[src/rtl/core/pcpfl_pkg.sv]
package pcpfl_pkg;

    localparam int AW = 34;

    localparam int CPU_COUNT_DEF  = 8;
    localparam int PAGE_SLOTS_DEF = 32768;
    localparam int PAGE_SHIFT_DEF = 12;

    localparam logic [AW-1:0] RANGE_START_RST = 34'h080000000;
    localparam logic [AW-1:0] RANGE_END_RST   = 34'h088000000;

    localparam logic CFG_RANGE_START = 1'b0;
    localparam logic CFG_RANGE_END   = 1'b1;

    localparam logic MODE_ALLOC = 1'b0;
    localparam logic MODE_FREE  = 1'b1;

    localparam logic [1:0] ST_OK    = 2'd0;
    localparam logic [1:0] ST_EMPTY = 2'd1;
    localparam logic [1:0] ST_BAD   = 2'd2;

    typedef enum logic [1:0] {
        KIND_ALLOC,
        KIND_FREE,
        KIND_BAD
    } t_kind;

    typedef enum logic {
        BK_READY,
        BK_POP
    } t_back_state;

endpackage

[src/rtl/core/pcpfl_queue.sv]
module pcpfl_queue
    import pcpfl_pkg::*;
#(
    parameter int DW = 8
) (
    input  logic          i_clk,
    input  logic          i_rst_n,
    input  logic          i_push,
    input  logic [DW-1:0] i_data,
    output logic          o_full,
    input  logic          i_pop,
    output logic [DW-1:0] o_data,
    output logic          o_empty
);

    logic [DW-1:0] r_mem [2];
    logic          r_wptr;
    logic          r_rptr;
    logic [1:0]    r_count;
    logic          n_wptr;
    logic          n_rptr;
    logic [1:0]    n_count;
    logic          do_push;
    logic          do_pop;

    assign o_full  = (r_count == 2'd2);
    assign o_empty = (r_count == 2'd0);
    assign o_data  = r_mem[r_rptr];
    assign do_push = i_push && !o_full;
    assign do_pop  = i_pop && !o_empty;

    always_comb begin
        n_wptr  = do_push ? !r_wptr : r_wptr;
        n_rptr  = do_pop ? !r_rptr : r_rptr;
        n_count = r_count;
        if (do_push && !do_pop) begin
            n_count = r_count + 2'd1;
        end else if (do_pop && !do_push) begin
            n_count = r_count - 2'd1;
        end
    end

    always_ff @(posedge i_clk) begin
        if (!i_rst_n) begin
            r_wptr  <= 1'b0;
            r_rptr  <= 1'b0;
            r_count <= 2'd0;
        end else begin
            r_wptr  <= n_wptr;
            r_rptr  <= n_rptr;
            r_count <= n_count;
        end
    end

    always_ff @(posedge i_clk) begin
        if (do_push) begin
            r_mem[r_wptr] <= i_data;
        end
    end

endmodule

[config.mk]
export PLATFORM = sky130hd
export DESIGN_NAME = pcpfl_queue
export DESIGN_NICKNAME = d
export VERILOG_FILES = /design/src/rtl/core/pcpfl_pkg.sv /design/src/rtl/core/pcpfl_queue.sv
export SDC_FILE = /design/constraint.sdc
export NUM_CORES = 1
export LEC_CHECK = 0
export ABC_CLOCK_PERIOD_IN_PS = 1700
export BUFFER_PORTS_ARGS = -buffer_cell sky130_fd_sc_hd__buf_2
export CORE_AREA = 2 2 48 50
export CTS_CLUSTER_SIZE = 10
export DETAILED_ROUTE_END_ITERATION = 10
export DIE_AREA = 0 0 50 52
export PLACE_DENSITY = 0.74
export SLEW_MARGIN = 0
export SYNTH_ARGS = -nofsm -noshare
export SYNTH_HDL_FRONTEND = slang
export SYNTH_SLANG_ARGS = --single-unit
[constraint.sdc]
create_clock -name i_clk -period 1.7 [get_ports i_clk]
set_input_delay 0.085 -clock i_clk [delete_from_list [all_inputs] [get_ports i_clk]]
set_output_delay 0.085 -clock i_clk [all_outputs]
set_load 0.01 [all_outputs]
==> summary.txt <==
outcome: finished clean
clock transition at the registers of the reported paths: 0.10 ns
Hold Path Class: in -> reg
via count: 520
grt total ovfl: 0
max-slew violation count: 0
final net count: 99
Area growth syn-to-layout: 32.4%
Worst-Margin Slew: 0.365 ns
top post-synthesis cells by area: edfxtp_1, dfxtp_1, mux2_2
fin crit period: 1.60 ns
IO Count: 22
gpl congestion: 0.742
Synth Area per Inst: 15.8 um^2
commonest cells after routing, fill and taps aside: buf_2, edfxtp_1, dlygate4sd3_1
core region area: 0.00211 mm^2
Hold Fails Final Rpt: 0
main combinational cell family by area after synthesis: multiplexers
routed len/inst: 11.3 um
Total GRT Usage: 0.119
Mapped Area: 803 um^2
post-DP HPWL: 911 um
count of final setup violators: 0
Fin Clk Skew: 0.00529 ns
number of setup buffers added after CTS: 0
final wirelength: 1.27 mm
worst path cell trace: nand2b_1 > inv_1 > nor2_1 > ha_1 > or3_1 > a21oi_1
dpl cells: 100
slew margin rel.: 0.756
Worst VDD drop: 0.000693 V
CTS tree: built
Clock Sinks: 21
clk_lat worst skew: 0.29 ns
largest net degree at the start of global routing: 12
Critical Path AT: 1.83 ns
drt pass-1 iters: 4
hold path depth: 3
Max-cap violations: 0
post-synthesis compound-gate area fraction: 0.0374
Final Non-Filler Cells: 113
Clock Tree Root: clkbuf_4
Final Cycle Share: 0.943
first-pass GRT wire length: 2.19 mm
drt via density: 4.60
Cell variety after synth: 16
clk buf depth: 2
most common cell after layout, fill and taps aside: buf_2
CP peak stage delay: 0.37 ns
die area: 0.00260 mm^2
Worst Hold Path EP: r_wptr
crit-path max FO: 5
RSZ-0062 raised after global routing: no
Reg2Reg Depth: 6
DRT iter0 DRCs: 6
H-tree Lvls: 1
IO Port Bufs: 21
Setup CP Type: reg -> reg
post-synthesis cell count: 51
row count: 17
Layout fillers: 190
Hold Crit Start: i_push
Leak: 0.431 nW
DRC: 0
CTS Buf Count: 3
Yosys reg bits: 21
initial core utilization: 0.381
post-synthesis mux area share: 0.112
Synth Warn #: 0
Setup crit end kind: register
CP Launch Type: register
Post-Synth Adder-Cell Area: 0.0156
Routed Antenna Nets: 0
R2R Setup Slk: 0.1 ns
die height: 52 um
Synth Area in Simple Gates: 0.0592
CP max stage cell: or3_1
Synth top area share: 0.598
pwr/cell area: 1300 mW/mm^2
fmax: 624 MHz
sequential-to-total area share from yosys stat: 0.723
Worst Path Required: 1.93 ns
r2r endpoint: r_count[1]
Final TNS setup: 0 ns
initial antenna violation count: 0
syn_nets: 64
Die Wd: 50 um
vias in the first global route: 528
ratio of cells with drive above 1 in the final layout: 0.412
Yosys top cell by area: edfxtp_1
Synth Area in XOR/XNOR: 0.0327
Critical R2R Launch: r_count[0]
Antenna Diode Count: 0
cells by family (layout without fill, tap and decap cells):
kind of cell,Yosys count,in the layout
compound gates,5,5
xor+xnor,3,3
simple gates,9,9
mux,8,8
buf+inv,4,38
flops,21,21
fa+ha+maj,1,1
stage by stage:
| step | setup slack (ns) | cell area [um^2] | utilization | hold WS (ns) | power, mW |
|---|---|---|---|---|---|
| floorplan | 0.153 | 803 | - | 0.184 | 1.01 |
| global placement | 0.186 | 946 | 0.449 | 0.273 | 1.14 |
| detailed placement | 0.0916 | 946 | 0.449 | 0.276 | 1.16 |
| CTS | 0.0696 | 1060 | 0.504 | 0.155 | 1.40 |
| global route | 0.00207 | 1060 | 0.505 | 0.173 | 1.48 |
| finish | 0.0973 | 1060 | 0.505 | 0.164 | 1.39 |
power by group:
group	switching, mW	total, mW	internal, mW	leakage, nW
Clock	0.133	0.225	0.0913	0.0150
Combinational	0.214	0.438	0.224	0.225
Sequential	0.0678	0.724	0.657	0.191
cells in the mapped netlist:
cell and instances:
edfxtp_1 16, ha_1 1, a21boi_0 1, nand2b_1 1, a21oi_1 1, nor2_1 5, mux2_2 8, or3_1 1
o21a_1 1, inv_1 3, o21ai_0 2, xor2_1 3, dfxtp_1 5, buf_2 1, nor3_2 1, and3_1 1
repair_timing:
item | in CTS | in global routing
hold buffers | 9 | 0
endpoints found under the setup margin | 0 | 1
endpoints found under the hold margin | 17 | 0
resized for setup | 0 | 1
worst max-delay path: cells and delay by family (launching register included):
kind	cells	cell delay, ns
compound gates	1	0.15
fa+ha+maj	1	0.32
buf+inv	1	0.11
flops	1	0.36
simple gates	3	0.59
worst max path at each step:
stage	to	slack, ns	depth (start not counted)	start
after floorplan	r_count[1]	0.15	6	r_count[0]
after global placement	r_count[1]	0.19	6	r_count[0]
after detailed placement	r_count[1]	0.09	6	r_count[0]
after CTS	r_count[1]	0.07	6	r_count[0]
after global routing	r_count[1]	0.002	6	r_count[0]
final	r_count[1]	0.1	6	r_count[0]
cell type report:
class | instances | area [um^2] | share of cell area
clock buffers | 4 | 26.3 | 0.0247
inverters | 3 | 11.3 | 0.0106
multi-input cells | 26 | 206 | 0.194
flip-flops and latches | 21 | 582 | 0.547
well taps | 28 | 35.0 | 0.0329
repair buffers | 31 | 203 | 0.191
flip-flops by register name, indices dropped and copies added (netlist names), named ones only:
register and count:
r_count 2, r_mem 16, r_rptr 1, r_wptr 1
layer usage:
metal | vias to the layer above | wire length, um | track usage
li1 | 254 | - | -
met1 | 241 | 543 | 0.131
met2 | 20 | 607 | 0.195
met3 | 5 | 92 | 0.0345
met4 | 0 | 31 | 0.0833
met5 | - | 0 | 0
(Power assumes the default switching activity.)
