--- src/rtl/core/pcpfl_pkg.sv ---
package pcpfl_pkg;

    localparam int AW = 34;

    localparam int CPU_COUNT_DEF  = 8;
    localparam int PAGE_SLOTS_DEF = 32768;
    localparam int PAGE_SHIFT_DEF = 12;

    localparam logic [AW-1:0] RANGE_START_RST = 34'h080000000;
    localparam logic [AW-1:0] RANGE_END_RST   = 34'h088000000;

    localparam logic CFG_RANGE_START = 1'b0;
    localparam logic CFG_RANGE_END   = 1'b1;

    localparam logic MODE_ALLOC = 1'b0;
    localparam logic MODE_FREE  = 1'b1;

    localparam logic [1:0] ST_OK    = 2'd0;
    localparam logic [1:0] ST_EMPTY = 2'd1;
    localparam logic [1:0] ST_BAD   = 2'd2;

    typedef enum logic [1:0] {
        KIND_ALLOC,
        KIND_FREE,
        KIND_BAD
    } t_kind;

    typedef enum logic {
        BK_READY,
        BK_POP
    } t_back_state;

endpackage

--- src/rtl/core/pcpfl_front.sv ---
module pcpfl_front
    import pcpfl_pkg::*;
#(
    parameter int CPU_COUNT  = CPU_COUNT_DEF,
    parameter int PAGE_SLOTS = PAGE_SLOTS_DEF,
    parameter int PAGE_SHIFT = PAGE_SHIFT_DEF,
    localparam int CW   = (CPU_COUNT > 1) ? $clog2(CPU_COUNT) : 1,
    localparam int IW   = (PAGE_SLOTS > 1) ? $clog2(PAGE_SLOTS) : 1,
    localparam int SW   = $clog2(PAGE_SLOTS + 1),
    localparam int PNW  = AW - PAGE_SHIFT,
    localparam int BW   = PNW + 1,
    localparam int SUMW = ((AW > SW + PAGE_SHIFT) ? AW : SW + PAGE_SHIFT) + 2,
    localparam int LW   = SUMW - PAGE_SHIFT
) (
    input  logic          i_mode,
    input  logic [2:0]    i_cpu,
    input  logic [AW-1:0] i_page_address,
    input  logic [AW-1:0] i_range_start,
    input  logic [AW-1:0] i_range_end,
    input  logic [BW-1:0] i_base,
    input  logic [LW-1:0] i_limit,
    output t_kind         o_kind,
    output logic [CW-1:0] o_cpu,
    output logic [IW-1:0] o_slot
);

    localparam int SUBW = (BW > IW) ? BW : IW;

    logic [2:0]      cpu_mod;
    logic [PNW-1:0]  page_num;
    logic [SUBW-1:0] diff;
    logic            free_ok;

    always_comb begin
        cpu_mod = i_cpu;
        for (int k = 0; k < 7; k++) begin
            if (int'(cpu_mod) >= CPU_COUNT) begin
                cpu_mod = cpu_mod - 3'(CPU_COUNT);
            end
        end
    end

    assign page_num = i_page_address[AW-1:PAGE_SHIFT];
    assign diff     = SUBW'(page_num) - SUBW'(i_base);

    // aligned, inside [start, end) and below slot capacity
    assign free_ok = (i_page_address[PAGE_SHIFT-1:0] == '0)
                   && (i_page_address >= i_range_start)
                   && (i_page_address < i_range_end)
                   && (LW'(page_num) < i_limit);

    always_comb begin
        if (i_mode == MODE_FREE) begin
            o_kind = free_ok ? KIND_FREE : KIND_BAD;
        end else begin
            o_kind = KIND_ALLOC;
        end
    end

    assign o_cpu  = CW'(cpu_mod);
    assign o_slot = diff[IW-1:0];

endmodule

--- config.mk ---
export PLATFORM = sky130hd
export DESIGN_NAME = pcpfl_front
export DESIGN_NICKNAME = d
export VERILOG_FILES = /design/src/rtl/core/pcpfl_pkg.sv /design/src/rtl/core/pcpfl_front.sv
export SDC_FILE = /design/constraint.sdc
export NUM_CORES = 1
export LEC_CHECK = 0
export BUFFER_PORTS_ARGS = -buffer_cell sky130_fd_sc_hd__clkbuf_2
export CAP_MARGIN = 20
export CORE_ASPECT_RATIO = 1.4
export CORE_UTILIZATION = 47
export DETAILED_ROUTE_END_ITERATION = 7
export GPL_ROUTABILITY_DRIVEN = 1
export GPL_TIMING_DRIVEN = 0
export PLACE_DENSITY = 0.86
export SLEW_MARGIN = 20
export SYNTH_ARGS = -nofsm -noshare
export SYNTH_HDL_FRONTEND = slang
export SYNTH_SLANG_ARGS = --single-unit
export TNS_END_PERCENT = 100
--- constraint.sdc ---
create_clock -name vclk -period 5.8
set_input_delay 1.74 -clock vclk [all_inputs]
set_output_delay 1.74 -clock vclk [all_outputs]
set_load 0.01 [all_outputs]
==> reports/qor.yml <==
synthesis:
  avgSynthCellArea_um2: 7.01
  synth_cell_type_count: 42
  synth_top_cell_area_share: 0.432
  synth_top_area_cell: "ha_1"
  syn_nets: 677
  yosysSeqAreaShare: 0
  synth.most_common_cell: "inv_1"
  synth_area_um2: 2950
  yosys_warnings: 0
  synth_area_leaders: "ha_1 (43%), inv_1 (14%), a21oi_1 (6.1%)"
  netlist_instances: 421
  synth_commonest_cells: "inv_1 (108), ha_1 (102), a21oi_1 (36)"
finish:
  final_cell_area_um2: 3870
  nets: 841
  final_util: 0.651
  multiInputGateArea_um2: 2540
  register_area_um2: 0
  nClkBuffers: 0
  n_antenna_cell: 0
  instances_no_fill: 653
  seq_cells: 0
  nFillCells: 527
  drive_gt1_frac: 0.293
  area_growth_pct: 31.1
cts:
  holdBufCountCts: 0
sta:
  final.setup.tns_ps: 0
  drv_slew: 0
  post-route-period-util: 0.966
  worstMarginPinSlew_ps: 451
  setup_slack_ps: 199
  setup_viol: 0
  finalCriticalPeriod_ps: 5600
  relSlewSlack: 0.696
  hold_ws_ps: 3670
  fmax_ghz: 0.179
  hold_viol: 0
  rsz0062_at_grt: "false"
critical_path:
  start_kind: "input port"
  arrival_ps: 3860
  path_class: "input port to output port"
  path_cells: "clkbuf_2 > inv_1 > ha_1 > fa_1 > nor2b_1 > o31a_1 > o41ai_2 > nand3_1 > a31o_2 > a21oi_1 > xnor2_1 > clkbuf_2"
  critical_path_required_ps: 4060
  crit_path_end_kind: "output port"
  crit_family: "compound AO/OA/AOI/OAI gates"
  worst_path_most_repeated_cell: "clkbuf_2"
  slowest_stage: "o31a_1"
  slowest_delay_ps: 290
  crit_buf_inv: 3
  cp_max_fo: 4
worst_hold_path:
  min_to: "o_cpu[2]"
  min_path_type: "input port to output port"
  holdPathStages: 2
  min_from: "i_cpu[2]"
global_route:
  grt-ovfl-total: 0
  grt_use_total: 0.237
  grt_pass1_vias: 3162
  antenna_found_initial: 0
  grt_max_degree: 7
  grt_pass1_wl_um: 12300
flow_run:
  cap_violations: 0
place:
  dp_slack_ps: -78.7
  dp_hpwl_um: 7430
  placed_cells: 653
  place_congestion: 0.818
  io_buffer_count: 162
  post_dp_cell_area_um2: 3850
die:
  core_area_um2: 5950
  dieHeight_um: 95.8
  die_x_um: 69.0
  die_area_um2: 6610
  pin_count: 173
  initial_core_util: 0.496
  rows: 33
power:
  power_mw: 0.299
  leakagePower_nw: 2.43
  ir_worst_vdd_mv: 0.0731
  p_per_area_nw_per_um2: 77.3
route:
  vias: 3441
  drtAntennaViolNets: 0
  first_pass_iters: 6
  drc: 0
  vias_per_cell: 5.27
  drt_wl_total_um: 7890
  dr.first_iter.drc_count: 56
  routedWlPerCell_um: 12.1
run_status:
  status: "completed"
cell type report:
| type | count | share of cell area |
|---|---|---|
| buffer | 3 | 0.00582 |
| inverter | 108 | 0.105 |
| multi-input combinational | 310 | 0.657 |
| tap | 70 | 0.0226 |
| timing repair buffer | 162 | 0.210 |
layout by cell type, fill, tap and decap left out, types with 3 or more instances in the layout:
cell type,instances
nand2_1,23
nor2b_1,6
nand3_1,10
and2_1,3
ha_1,102
inv_1,108
o31a_1,3
xnor2_1,11
buf_4,3
clkbuf_2,161
o21a_1,8
a211oi_1,9
nand4_1,7
a21o_1,4
a21oi_1,36
nor2_1,21
nor3_1,6
nand2b_1,4
o211ai_1,5
o21ai_0,26
logic make-up after synthesis:
| group | after synthesis | synth area share |
|---|---|---|
| XOR/XNOR | 12 | 0.0356 |
| AND/OR/NAND/NOR | 89 | 0.153 |
| AO/OA/AOI/OAI | 106 | 0.227 |
| buffers and inverters | 111 | 0.145 |
| adder cells (fa/ha/maj) | 103 | 0.439 |
repair_timing:
item / in CTS / in global routing
pin swaps: 3 / 7
setup endpoints to repair: 3 / 2
gates cloned: 0 / 0
setup buffers: 0 / 0
resized for setup: 1 / 2
worst max path at each step:
stage / start / to / slack [ps] / cells after the start
finish: i_page_address[12] / o_slot[14] / 200 / 12
global route: i_page_address[12] / o_slot[14] / 4 / 12
CTS: i_page_address[3] / o_kind[0] / 40 / 9
detailed placement: i_page_address[3] / o_kind[0] / -80 / 9
global placement: i_page_address[3] / o_kind[0] / -60 / 9
floorplan: i_page_address[3] / o_kind[0] / 300 / 7
where the power goes:
group	switching, mW	internal, mW	total (mW)
Clock	0	0	0
Sequential	0	0	0
Combinational	0.154	0.145	0.299
Total	0.154	0.145	0.299
metal layers:
| metal | vias to the layer above | track usage | wire length [um] |
|---|---|---|---|
| met3 | 20 | 0.0154 | 390 |
| li1 | 1781 | - | - |
| met2 | 120 | 0.480 | 4260 |
| met1 | 1520 | 0.245 | 3000 |
| met5 | - | 0 | 0 |
| met4 | 0 | 0.0714 | 235 |
(Power assumes the default switching activity.)
